`src/rtl/rpge_pkg.sv`:
```
// ----------------------------------------------------------------------------
// rpge_pkg
// Shared types and constants for the reference-counted slot pool.
// ----------------------------------------------------------------------------
package rpge_pkg;

    localparam int NUM_SLOTS = 16;
    localparam int KEY_BITS  = 64;
    localparam int SLOT_W    = $clog2(NUM_SLOTS);
    localparam int CNT_W     = $clog2(NUM_SLOTS + 1);
    localparam int TIME_W    = 32;
    localparam int REFS_W    = 16;
    localparam int GRACE_W   = 16;
    localparam int MAXS_W    = 5;

    localparam logic [1:0] MODE_ACQUIRE = 2'd0;
    localparam logic [1:0] MODE_RELEASE = 2'd1;
    localparam logic [1:0] MODE_TICK    = 2'd2;
    localparam logic [1:0] MODE_NONE    = 2'd3;

    localparam logic [2:0] ST_SHARED   = 3'd0;
    localparam logic [2:0] ST_NEW      = 3'd1;
    localparam logic [2:0] ST_REFUSED  = 3'd2;
    localparam logic [2:0] ST_RELEASED = 3'd3;
    localparam logic [2:0] ST_UNKNOWN  = 3'd4;
    localparam logic [2:0] ST_TICK     = 3'd5;

    localparam logic [REFS_W-1:0] REFS_MAX = '1;

    // partial scan result handed from cell to cell
    typedef struct packed {
        logic                vld;
        logic                hit;
        logic [SLOT_W-1:0]   hit_idx;
        logic [REFS_W-1:0]   hit_refs;
        logic [CNT_W-1:0]    open_cnt;
        logic                best_vld;
        logic [SLOT_W-1:0]   best_idx;
        logic [TIME_W-1:0]   best_age;
        logic                free_vld;
        logic [SLOT_W-1:0]   free_idx;
        logic [CNT_W-1:0]    swept;
    } probe_t;

    // per-item context seen by every cell during a scan
    typedef struct packed {
        logic [KEY_BITS-1:0] key;
        logic                sweep;
        logic [TIME_W-1:0]   now;
        logic [GRACE_W-1:0]  grace;
    } bcast_t;

    // slot update issued at the end of an item
    typedef struct packed {
        logic                evict_en;
        logic [SLOT_W-1:0]   evict_idx;
        logic                wr_en;
        logic                wr_new;
        logic [SLOT_W-1:0]   wr_idx;
        logic [REFS_W-1:0]   wr_refs;
        logic                wr_stamp;
    } upd_t;

endpackage

```
`src/rtl/rpge_cell.sv`:
```
// ----------------------------------------------------------------------------
// rpge_cell
// One pool slot: holds its key, count and release time, folds itself into
// the passing probe and applies updates addressed to it.
// ----------------------------------------------------------------------------
module rpge_cell
    import rpge_pkg::*;
(
    input  logic              aclk,
    input  logic              aresetn,
    input  logic [SLOT_W-1:0] my_idx,
    input  bcast_t            bc,
    input  upd_t              upd,
    input  probe_t            probe_in,
    output probe_t            probe_out
);

    logic                valid_reg, valid_next;
    logic [KEY_BITS-1:0] key_reg, key_next;
    logic [REFS_W-1:0]   refs_reg, refs_next;
    logic [TIME_W-1:0]   rel_reg, rel_next;
    probe_t              probe_reg, probe_next;
    logic [TIME_W-1:0]   age;
    logic                idle;

    assign age       = bc.now - rel_reg;
    assign idle      = valid_reg && (refs_reg == '0);
    assign probe_out = probe_reg;

    always_comb begin
        probe_next = probe_in;
        valid_next = valid_reg;
        key_next   = key_reg;
        refs_next  = refs_reg;
        rel_next   = rel_reg;
        if (probe_in.vld) begin
            if (valid_reg && key_reg == bc.key && !probe_in.hit) begin
                probe_next.hit      = 1'b1;
                probe_next.hit_idx  = my_idx;
                probe_next.hit_refs = refs_reg;
            end
            if (valid_reg) begin
                probe_next.open_cnt = probe_in.open_cnt + CNT_W'(1);
            end
            if (idle && (!probe_in.best_vld || age > probe_in.best_age)) begin
                probe_next.best_vld = 1'b1;
                probe_next.best_idx = my_idx;
                probe_next.best_age = age;
            end
            if (!valid_reg && !probe_in.free_vld) begin
                probe_next.free_vld = 1'b1;
                probe_next.free_idx = my_idx;
            end
            if (bc.sweep && idle && age >= TIME_W'(bc.grace)) begin
                probe_next.swept = probe_in.swept + CNT_W'(1);
                valid_next       = 1'b0;
            end
        end
        if (upd.evict_en && upd.evict_idx == my_idx) begin
            valid_next = 1'b0;
            refs_next  = '0;
        end
        if (upd.wr_en && upd.wr_idx == my_idx) begin
            refs_next = upd.wr_refs;
            if (upd.wr_new) begin
                valid_next = 1'b1;
                key_next   = bc.key;
                rel_next   = '0;
            end else if (upd.wr_stamp) begin
                rel_next = bc.now;
            end
        end
    end

    always_ff @(posedge aclk) begin
        if (!aresetn) begin
            valid_reg <= 1'b0;
            refs_reg  <= '0;
            rel_reg   <= '0;
            probe_reg <= '0;
        end else begin
            valid_reg <= valid_next;
            refs_reg  <= refs_next;
            rel_reg   <= rel_next;
            probe_reg <= probe_next;
        end
    end

    always_ff @(posedge aclk) begin
        key_reg <= key_next;
    end

endmodule

```
`config.mk`:
```
export PLATFORM = sky130hd
export DESIGN_NAME = rpge_cell
export DESIGN_NICKNAME = d
export VERILOG_FILES = /design/src/rtl/rpge_pkg.sv /design/src/rtl/rpge_cell.sv
export SDC_FILE = /design/constraint.sdc
export NUM_CORES = 1
export LEC_CHECK = 0
export ABC_AREA = 1
export ABC_CLOCK_PERIOD_IN_PS = 7040
export BUFFER_PORTS_ARGS = -buffer_cell sky130_fd_sc_hd__buf_2
export CORE_UTILIZATION = 54
export CTS_CLUSTER_SIZE = 14
export DETAILED_ROUTE_END_ITERATION = 16
export HOLD_SLACK_MARGIN = 0.08
export PLACE_DENSITY_LB_ADDON = 0.3
export SYNTH_ARGS = -nofsm -noshare
export SYNTH_HDL_FRONTEND = slang
export SYNTH_SLANG_ARGS = --single-unit
```
`constraint.sdc`:
```
create_clock -name aclk -period 7.04 [get_ports aclk]
set_input_delay 1.408 -clock aclk [delete_from_list [all_inputs] [get_ports aclk]]
set_output_delay 1.408 -clock aclk [all_outputs]
set_load 0.05 [all_outputs]
```
==> flow_summary.json, run 1 <==
{
  "status": "finished, final reports clean",
  "setup.reg_to_reg.worst_slack_ns": 2.89,
  "synthesis.instances": 1573,
  "clkSlewWorstSetupHoldPaths_ns": 0.07,
  "synth-seq-area-share_pct": 37.97,
  "first_pass_grt_wire_length_mm": 50.47,
  "count_of_buffers_inserted_at_the_top_level_ports": 294,
  "initial_utilization_pct": 54.93,
  "power.share.sequential_pct": 43.0,
  "dieWidth_um": 148.2,
  "setup.worst_path.start": "bc[16]",
  "worst_hold_slack_ns": 0.4620,
  "mostFrequentLayoutCells": "nand2_1, buf_2, inv_1",
  "r2r-end": "probe_out[25]$_SDFF_PN0_",
  "drc": 0,
  "pwr-share-clk_pct": 35.3,
  "grt.overflow.total": 0,
  "globalRoute.busiestLayer": "met2",
  "worstHoldEndpoint": "rel_reg[6]$_SDFFE_PN0P_",
  "timing.final.setup_violations": 0,
  "cts_hold_buf": 0,
  "netSwitchingPower_mw": 0.8713,
  "sw_frac_of_total_pct": 32.24,
  "vias_in_the_first_global_route": 10370,
  "max_freq_mhz": 202.7,
  "critical_path_fanouts_max": 71,
  "post-cts-setup-buffers": 0,
  "grt_use_met3_pct": 5.245,
  "worstRegToRegCells": 21,
  "hold_viol_final": 0,
  "crit_path_start_kind": "primary input",
  "cts-resized-gates": 0,
  "drt_first_iter_violations": 697,
  "worstPathCellList": "buf_2, inv_1, ha_1, inv_1, fa_1, nand2_1, nand2_1, o21ai_1, inv_1, nand3_1, nand3_1, xor2_1, ha_1, nand4_1, inv_1, nand4_1, nor4_1, nand4_1, nand2_2, nand2_4, nand3b_1, nand2_1, nor2_1",
  "numCtsBuffers": 17,
  "mostFrequentLayoutCell": "nand2_1",
  "maxCapViolCount": 0,
  "tritoncts_num_sinks": 187,
  "whs_path_depth": 2,
  "detailedRoute.firstPassIterationCount": 6,
  "fin_crit_ns": 4.934,
  "preCtsSetupSlack_ns": 1.774,
  "layout.nets": 2146,
  "total_track_usage_pct": 29.21,
  "async_flop_share_pct": 0,
  "crit_family": "simple AND/OR/NAND/NOR gates",
  "grt_max_degree": 77,
  "grt_setup_unrepaired": "false",
  "clockRootBuffer": "clkbuf_16",
  "post-dp-hpwl_mm": 26.06,
  "final_min_period_over_clock_period_pct": 70.08,
  "max_reg_flops": 74,
  "grt_antenna_before_repair": 3,
  "cts-htree-levels": 4,
  "postSynthAreaPerCell_um2": 7.341,
  "timing_worst_slew_pin_value_ns": 1.311,
  "finalPower_mw": 2.703,
  "finalMaxSlewViolations": 0,
  "p_leak_nw": 6.686,
  "tritoncts_clock_tree": "done",
  "row_count": 53,
  "yosys_register_bits": 187,
  "powerDensity_nw_per_um2": 196.0,
  "setup_ws_final_ns": 2.106,
  "number_of_buffers_and_inverters_on_the_critical_path": 5,
  "worstSetupEndpointType": "flop",
  "yosys_warnings": 0,
  "mappedNetlistNets": 1873,
  "number_of_enable_flip_flop_cells_after_synthesis": 64,
  "crit_arrival_ns": 5.31,
  "worst_clock_skew_ns": 0.01330,
  "clockBufferDepth": 2,
  "die_area_um2": 21970,
  "yosys_most_used_dff": "dfxtp_1",
  "placeable_core_region_um2": 21020,
  "slew_headroom_pct": 12.53,
  "critPathSlowestCell": "nor4_1",
  "place.gp.congestion": 0.9171,
  "flow.area_growth_from_synthesis_pct": 19.42,
  "post_route_cells_drive_above_1_share_pct": 21.25,
  "worst_path_largest_cell_delay_ns": 0.49,
  "fillCellCount": 1888,
  "antenna_left": 0,
  "cellInternalPower_mw": 1.831,
  "io_pins": 295,
  "reg2reg_from": "rel_reg[0]$_SDFFE_PN0P_",
  "power.combinational.fraction_pct": 21.7,
  "worst-endpoint-required_ns": 7.41,
  "insertion_delay_to_the_later_sink_of_the_worst_skew_pair_ns": 0.44,
  "syn_area_um2": 11550,
  "worst_ir_drop_vdd_v": 0.0001603,
  "synth.lib_cells_used.distinct": 39,
  "final_core_utilization_pct": 65.60,
  "post_detailed_route_wirelength_per_cell_um": 15.32,
  "die_height_um": 148.2,
  "drt-vias-per-instance": 5.306,
  "min_path_type": "flop to flop",
  "grt.met1_usage_pct": 36.94,
  "crit_top_cell": "inv_1",
  "hold_start": "rel_reg[6]$_SDFFE_PN0P_",
  "routed-via-count": 11350,
  "grt_util_met2_pct": 50.14,
  "tns_ns": 0,
  "drt_wl_total_mm": 32.75,
  "timing_worst_setup_path_type": "primary input to flop"
}
## worst max-delay path by stage
| stage | end | depth (start not counted) |
|---|---|---|
| floorplan | rel_reg[1]$_SDFFE_PN0P_ | 8 |
| global placement | probe_out[16]$_SDFF_PN0_ | 24 |
| detailed placement | probe_out[16]$_SDFF_PN0_ | 24 |
| CTS | probe_out[25]$_SDFF_PN0_ | 23 |
| global route | probe_out[16]$_SDFF_PN0_ | 25 |
| finish | probe_out[25]$_SDFF_PN0_ | 23 |
## power by group through the flow
stage          Sequential, mW  Combinational [mW]  Clock (mW)
2_1_floorplan            1.27               0.314           0
3_3_place_gp             1.19               0.567           0
3_5_place_dp             1.19               0.581           0
4_1_cts                  1.16               0.585       0.969
5_1_grt                  1.16               0.650        1.01
6_report                 1.16               0.588       0.954
## through the flow
step	area, um2	instances
after floorplan	11550	1573
after global placement	13190	2102
after detailed placement	13190	2102
after CTS	13780	2134
after global routing	13780	2135
final	13790	2138
## synthesized netlist by cell type (2+ instances only)
cell type,n,area share [%]
a21oi_1,140,6.1
a21o_1,3,0.20
a2111oi_0,2,0.15
nand2_1,332,11
o22ai_1,2,0.11
buf_2,5,0.22
a31oi_1,2,0.11
clkbuf_1,33,1.1
xor2_1,36,2.7
o21ai_0,32,1.4
nor3_2,2,0.17
o21bai_1,6,0.39
or2_2,32,1.7
o21a_1,3,0.20
a21oi_2,4,0.30
o21ai_1,2,0.087
inv_1,241,7.8
nand4_1,36,2.0
nor4_1,11,0.60
ha_1,78,8.5
dfxtp_1,123,21
a211oi_1,13,0.85
nand3b_1,30,2.0
nand3_2,2,0.17
nand2_2,10,0.54
edfxtp_1,64,17
nand3_1,114,4.9
buf_6,7,0.68
xnor2_1,15,1.1
nor3_1,38,1.6
nor2_2,5,0.27
nor2_1,143,4.6
## metal layers
metal | vias up | wire (um)
li1 | 5697 | -
met2 | 359 | 15650
met1 | 5222 | 14000
met4 | 4 | 720
met3 | 63 | 2351
met5 | - | 26
## worst reg2reg max path: stages (launching register included)
cell	delay (ns)
dfxtp_1	0.34
ha_1	0.14
inv_1	0.07
fa_1	0.42
nand2_1	0.08
nand2_1	0.05
o21ai_1	0.15
inv_1	0.12
nand3_1	0.08
nand3_1	0.14
xor2_1	0.22
ha_1	0.31
nand4_1	0.11
inv_1	0.10
nand4_1	0.10
nor4_1	0.49
nand4_1	0.20
nand2_2	0.13
nand2_4	0.39
nand3b_1	0.27
nand2_1	0.08
nor2_1	0.10
## layout make-up
type / instances / area [um2] / share of cell area, %
antenna: 4 / 10.01 / 0.07259
inverter: 242 / 908.4 / 6.587
clock buffer: 18 / 439.2 / 3.185
sequential: 187 / 4384 / 31.79
clock inverter: 14 / 147.6 / 1.071
timing repair buffer: 299 / 1509 / 10.94
multi-input combinational: 1099 / 6047 / 43.85
tap: 275 / 344.1 / 2.495
## cell families after synthesis
kind of cell / after synthesis / share of synthesized area, %
xor gates and xnor gates: 51 / 3.868
buffers and inverters: 287 / 9.839
DFF: 187 / 37.97
AOI/OAI and AO/OA: 211 / 9.979
adders and majority gates: 79 / 8.625
and+or+nand+nor: 758 / 29.72
(Power assumes the default switching activity.)
==> run 2: changes to the inputs <==
--- a/config.mk
+++ b/config.mk
@@ -6,9 +6,9 @@
 export NUM_CORES = 1
 export LEC_CHECK = 0
 export ABC_AREA = 1
-export ABC_CLOCK_PERIOD_IN_PS = 7040
+export ABC_CLOCK_PERIOD_IN_PS = 4400
 export BUFFER_PORTS_ARGS = -buffer_cell sky130_fd_sc_hd__buf_2
-export CORE_UTILIZATION = 54
+export CORE_UTILIZATION = 49
 export CTS_CLUSTER_SIZE = 14
 export DETAILED_ROUTE_END_ITERATION = 16
 export HOLD_SLACK_MARGIN = 0.08
==> constraint.sdc (replaced) <==
create_clock -name aclk -period 4.4 [get_ports aclk]
set_input_delay 0.88 -clock aclk [delete_from_list [all_inputs] [get_ports aclk]]
set_output_delay 0.88 -clock aclk [all_outputs]
set_load 0.05 [all_outputs]
==> run 2 against run 1 <==
Total power rose by 64%. Die area increased by 10%. Largest cell class unchanged. Combinational power up 65%. Highest routed layer unchanged. First-iteration DRC count up 9.2%. Worst hold slack improved by 0.0025 ns. Critical endpoint is now probe_out[2]$_SDFF_PN0_. Wire length is 0.54% higher. Final area up 2.0%. Via count up 0.28%. Largest power group unchanged.
==> flow_summary.json, run 2 (synthesis results as in run 1) <==
{
  "worst-endpoint-required_ns": 4.76,
  "drt-vias-per-instance": 5.174,
  "grt_setup_unrepaired": "false",
  "total_track_usage_pct": 27.07,
  "timing_worst_slew_pin_value_ns": 0.9447,
  "dieWidth_um": 155.5,
  "placeable_core_region_um2": 22850,
  "final_cell_area_um2": 14060,
  "initial_utilization_pct": 50.54,
  "worstHoldEndpoint": "rel_reg[30]$_SDFFE_PN0P_",
  "vias_in_the_first_global_route": 10670,
  "grt_max_degree": 67,
  "post-dp-hpwl_mm": 26.15,
  "insertion_delay_to_the_later_sink_of_the_worst_skew_pair_ns": 0.45,
  "grt_antenna_before_repair": 4,
  "final_min_period_over_clock_period_pct": 90.90,
  "cts-htree-levels": 4,
  "finalMaxSlewViolations": 0,
  "p_leak_nw": 6.813,
  "mostFrequentLayoutCells": "nand2_1, buf_2, inv_1",
  "timing_worst_setup_path_type": "primary input to flop",
  "die_height_um": 155.5,
  "post-cts-setup-buffers": 0,
  "row_count": 55,
  "post_route_cells_drive_above_1_share_pct": 22.20,
  "mostFrequentLayoutCell": "nand2_1",
  "timing.final.setup_violations": 0,
  "min_path_type": "flop to flop",
  "tns_ns": 0,
  "slew_headroom_pct": 36.54,
  "worst_ir_drop_vdd_v": 0.0002203,
  "hold_viol_final": 0,
  "worst_hold_slack_ns": 0.4646,
  "cts-resized-gates": 0,
  "crit_arrival_ns": 4.36,
  "worst_clock_skew_ns": 0.01950,
  "powerDensity_nw_per_um2": 314.6,
  "clockRootBuffer": "clkbuf_16",
  "drt_first_iter_violations": 761,
  "reg2reg_from": "rel_reg[9]$_SDFFE_PN0P_",
  "max_reg_flops": 74,
  "hold_start": "rel_reg[30]$_SDFFE_PN0P_",
  "worstSetupEndpointType": "flop",
  "die_area_um2": 24180,
  "setup.reg_to_reg.worst_slack_ns": 0.59,
  "maxCapViolCount": 0,
  "fillCellCount": 2149,
  "fin_crit_ns": 3.999,
  "grt.overflow.total": 0,
  "place.gp.congestion": 0.9012,
  "status": "finished, final reports clean",
  "drc": 0,
  "max_freq_mhz": 250.0,
  "r2r-end": "probe_out[2]$_SDFF_PN0_",
  "drt_wl_total_mm": 32.93,
  "clockBufferDepth": 2,
  "count_of_buffers_inserted_at_the_top_level_ports": 294,
  "clkSlewWorstSetupHoldPaths_ns": 0.07,
  "crit_path_start_kind": "primary input",
  "worstRegToRegCells": 20,
  "numCtsBuffers": 17,
  "whs_path_depth": 2,
  "io_pins": 295,
  "tritoncts_num_sinks": 187,
  "cts_hold_buf": 0,
  "routed-via-count": 11380,
  "antenna_left": 0,
  "post_detailed_route_wirelength_per_cell_um": 14.97,
  "tritoncts_clock_tree": "done",
  "placed_cell_area_um2": 13460,
  "first_pass_grt_wire_length_mm": 51.77,
  "layout.nets": 2170,
  "flow.area_growth_from_synthesis_pct": 21.80,
  "critical_path_fanouts_max": 4,
  "detailedRoute.firstPassIterationCount": 5
}
-- run 2: changes by cell type in the layout (fill, tap and decap cells not counted), moves of 2 or more --
cell	change
inv_8	+2
inv_6	-4
buf_4	+21
buf_12	+3
clkinvlp_4	+2
-- run 2: power by group --
part,switching (mW),total [mW],leakage [nW],internal (mW)
registers,0.0193,1.86,1.59,1.84
logic,0.625,0.968,4.94,0.343
clock network,0.800,1.60,0.283,0.798
total,1.44,4.43,6.81,2.98
-- run 2: cell type report --
type / instances / area [um2] / area share [%]
clock inverters: 13 / 145.1 / 1.032
diodes: 3 / 7.507 / 0.05338
multi-input cells: 1099 / 6047 / 42.99
flip-flops and latches: 187 / 4384 / 31.17
repair buffers: 323 / 1727 / 12.28
inverters: 242 / 908.4 / 6.459
clock buffers: 19 / 454.2 / 3.229
well taps: 313 / 391.6 / 2.784
-- run 2: worst max path at each step --
| stage | start | to | slack, ns |
|---|---|---|---|
| 2_1_floorplan | my_idx[2] | rel_reg[1]$_SDFFE_PN0P_ | 0.24 |
| 3_3_place_gp | bc[40] | probe_out[27]$_SDFF_PN0_ | 0.12 |
| 3_5_place_dp | bc[28] | probe_out[2]$_SDFF_PN0_ | 0.04 |
| 4_1_cts | bc[28] | probe_out[2]$_SDFF_PN0_ | 0.49 |
| 5_1_grt | bc[16] | probe_out[30]$_SDFF_PN0_ | 0.1 |
| 6_report | bc[25] | probe_out[2]$_SDFF_PN0_ | 0.40 |
-- run 2: routing by layer --
metal  global-route usage (%)  vias up  wire length, um
met5                        0        -               12
met4                    9.804        2              804
met3                    5.237       59             2075
met2                    45.87      345            15490
met1                    34.17     5234            14550
li1                         -     5737                -
-- run 2: critical path, stage by stage --
cell      delay, ns
buf_2          0.11
ha_1           0.37
nand2_1        0.20
inv_1          0.06
a21oi_1        0.25
nor2_1         0.09
nor2_1         0.09
nand2_1        0.11
xor2_1         0.31
buf_4          0.18
ha_1           0.25
a21oi_1        0.15
o21ai_0        0.15
a211oi_1       0.40
nand4_2        0.27
nand2_1        0.18
nand2_1        0.08
nand2_1        0.06
nand2_1        0.06
a21oi_2        0.11
-- run 2: metrics by stage --
step	util (%)	power (mW)	cells	setup WS [ns]
6_report	61.56	4.425	2199	0.4005
5_1_grt	61.55	4.604	2198	0.09689
4_1_cts	61.53	4.433	2196	0.4858
3_5_place_dp	58.90	2.857	2164	0.04241
3_3_place_gp	58.90	2.837	2164	0.1195
2_1_floorplan	-	2.534	1573	0.2354
==> run 3: changes to the inputs <==
==> constraint.sdc (replaced) <==
create_clock -name aclk -period 4.4 [get_ports aclk]
set_input_delay 0.22 -clock aclk [delete_from_list [all_inputs] [get_ports aclk]]
set_output_delay 0.22 -clock aclk [all_outputs]
set_load 0.05 [all_outputs]
==> run 3 against run 2 <==
Non-clock buffer count increased by 157. Sequential share of layout area decreased by 3.2 points. Wire length is 16% higher. Global-route usage up 4.1 points. Die area did not move. Register-to-register slack worse by 0.21 ns. Setup slack got worse by 0.16 ns. Core utilization increased by 7.0 points. Final area is 11% higher. Maximum frequency shrank 3.8%. Largest cell class unchanged.
==> flow_summary.json, run 3 (synthesis results as in run 1) <==
{
  "worst_hold_slack_ns": 0.09241,
  "vias_in_the_first_global_route": 12220,
  "place.gp.congestion": 0.9124,
  "die_height_um": 155.5,
  "placeable_core_region_um2": 22850,
  "worstSetupEndpointType": "flop",
  "grt.overflow.total": 0,
  "timing.final.setup_violations": 0,
  "worst_clock_skew_ns": 0.01868,
  "post-dp-hpwl_mm": 26.37,
  "timing_worst_setup_path_type": "primary input to flop",
  "layout.nets": 2327,
  "post_detailed_route_wirelength_per_cell_um": 16.21,
  "timing_worst_slew_pin_value_ns": 1.104,
  "cts-htree-levels": 4,
  "clkSlewWorstSetupHoldPaths_ns": 0.08,
  "insertion_delay_to_the_later_sink_of_the_worst_skew_pair_ns": 0.45,
  "drt-vias-per-instance": 5.305,
  "initial_utilization_pct": 50.54,
  "routed-via-count": 12510,
  "die_area_um2": 24180,
  "clockRootBuffer": "clkbuf_16",
  "grt_setup_unrepaired": "true",
  "crit_arrival_ns": 4.54,
  "crit_path_start_kind": "primary input",
  "final_min_period_over_clock_period_pct": 94.46,
  "max_freq_mhz": 240.6,
  "max_reg_flops": 74,
  "critical_path_fanouts_max": 33,
  "mostFrequentLayoutCell": "nand2_1",
  "flow.area_growth_from_synthesis_pct": 35.72,
  "antenna_left": 0,
  "row_count": 55,
  "finalPower_mw": 4.560,
  "maxCapViolCount": 0,
  "fin_crit_ns": 4.156,
  "worst_ir_drop_vdd_v": 0.0002250,
  "grt_max_degree": 71,
  "post-cts-setup-buffers": 0,
  "grt_antenna_before_repair": 4,
  "total_track_usage_pct": 31.20,
  "min_path_type": "primary input to flop",
  "drt_first_iter_violations": 1067,
  "finalMaxSlewViolations": 0,
  "first_pass_grt_wire_length_mm": 59.59,
  "mostFrequentLayoutCells": "nand2_1, buf_2, inv_1",
  "worst-endpoint-required_ns": 4.78,
  "numCtsBuffers": 17,
  "whs_path_depth": 3,
  "worstRegToRegCells": 23,
  "drc": 0,
  "clockBufferDepth": 2,
  "final_core_utilization_pct": 68.60,
  "tritoncts_num_sinks": 187,
  "slew_headroom_pct": 26.30,
  "detailedRoute.firstPassIterationCount": 5,
  "count_of_buffers_inserted_at_the_top_level_ports": 294,
  "post_route_cells_drive_above_1_share_pct": 19.75,
  "status": "finished, final reports clean",
  "tns_ns": 0,
  "io_pins": 295,
  "powerDensity_nw_per_um2": 291.0,
  "hold_viol_final": 0,
  "tritoncts_clock_tree": "done",
  "drt_wl_total_mm": 38.23,
  "dieWidth_um": 155.5,
  "p_leak_nw": 7.453
}
==> run 3: changes by cell type in the layout (fill, tap and decap cells not counted), sizes merged <==
cell / before / now
inv: 249 / 247
bufinv: 0 / 1
diode: 3 / 5
clkinvlp: 3 / 2
clkbuf: 19 / 18
buf: 323 / 306
dlygate4sd3: 0 / 174
clkinv: 3 / 6
==> run 3: final timing paths <==
path / start / end / slack (ns)
worst max-delay path: bc[16] / probe_out[15]$_SDFF_PN0_ / 0.24
worst min-delay path: bc[44] / rel_reg[28]$_SDFFE_PN0P_ / 0.09
worst max register to register: rel_reg[0]$_SDFFE_PN0P_ / probe_out[15]$_SDFF_PN0_ / 0.38
worst min register to register: rel_reg[30]$_SDFFE_PN0P_ / rel_reg[30]$_SDFFE_PN0P_ / 0.46
==> run 3: stage by stage <==
step / instances / area, um2 / setup WS, ns
CTS: 2353 / 15640 / 0.3521
global route: 2356 / 15670 / -0.002512
finish: 2358 / 15670 / 0.2440
floorplan: 1573 / 11550 / 0.8954
global placement: 2147 / 13290 / 0.6008
detailed placement: 2147 / 13290 / 0.4343
==> run 3: cell type report <==
type                    count  area (um2)
well taps                 313       391.6
fillers                  1858        7174
diodes                      5       12.51
repair buffers            480        3303
clock inverters            14       176.4
flip-flops and latches    187        4384
inverters                 242       908.4
multi-input cells        1099        6067
clock buffers              18       429.2
==> run 3: report_power, final <==
part | internal, mW | leakage [nW] | switching (mW)
sequential | 1.84 | 1.59 | 0.0215
combinational | 0.425 | 5.57 | 0.671
clock | 0.817 | 0.288 | 0.786
==> run 3: timing repair <==
item,4_1_cts,5_1_grt
gates resized for setup,0,3
endpoints found under the setup margin,0,18
endpoints found under the hold margin,173,0
hold buffers,174,0
==> run 3: metal layers <==
layer  vias to the layer above  track usage (%)  wire length [um]  share of wire, %
met5                         -                0                 0                 0
met4                         0            14.71              1579               4.1
met3                       136            6.546              2826               7.4
met2                       555            53.45             18200                48
met1                      5766            37.30             15630                41
li1                       6052                -                 -                 -
==> run 3: critical path: stages <==
cell	delay, ns
dlygate4sd3_1	0.54
buf_2	0.13
inv_1	0.05
ha_1	0.13
inv_1	0.07
fa_1	0.43
nand2_1	0.09
nand2_1	0.06
o21ai_1	0.19
inv_1	0.13
nand3_1	0.09
nand3_1	0.14
xor2_1	0.28
ha_1	0.29
nand4_1	0.11
a31oi_1	0.06
a2111oi_0	0.36
nand2_1	0.13
nand4_1	0.13
nand3_2	0.09
nand2_2	0.12
nand2_8	0.15
buf_4	0.25
nand3b_1	0.10
nand2_1	0.06
nor2_1	0.11
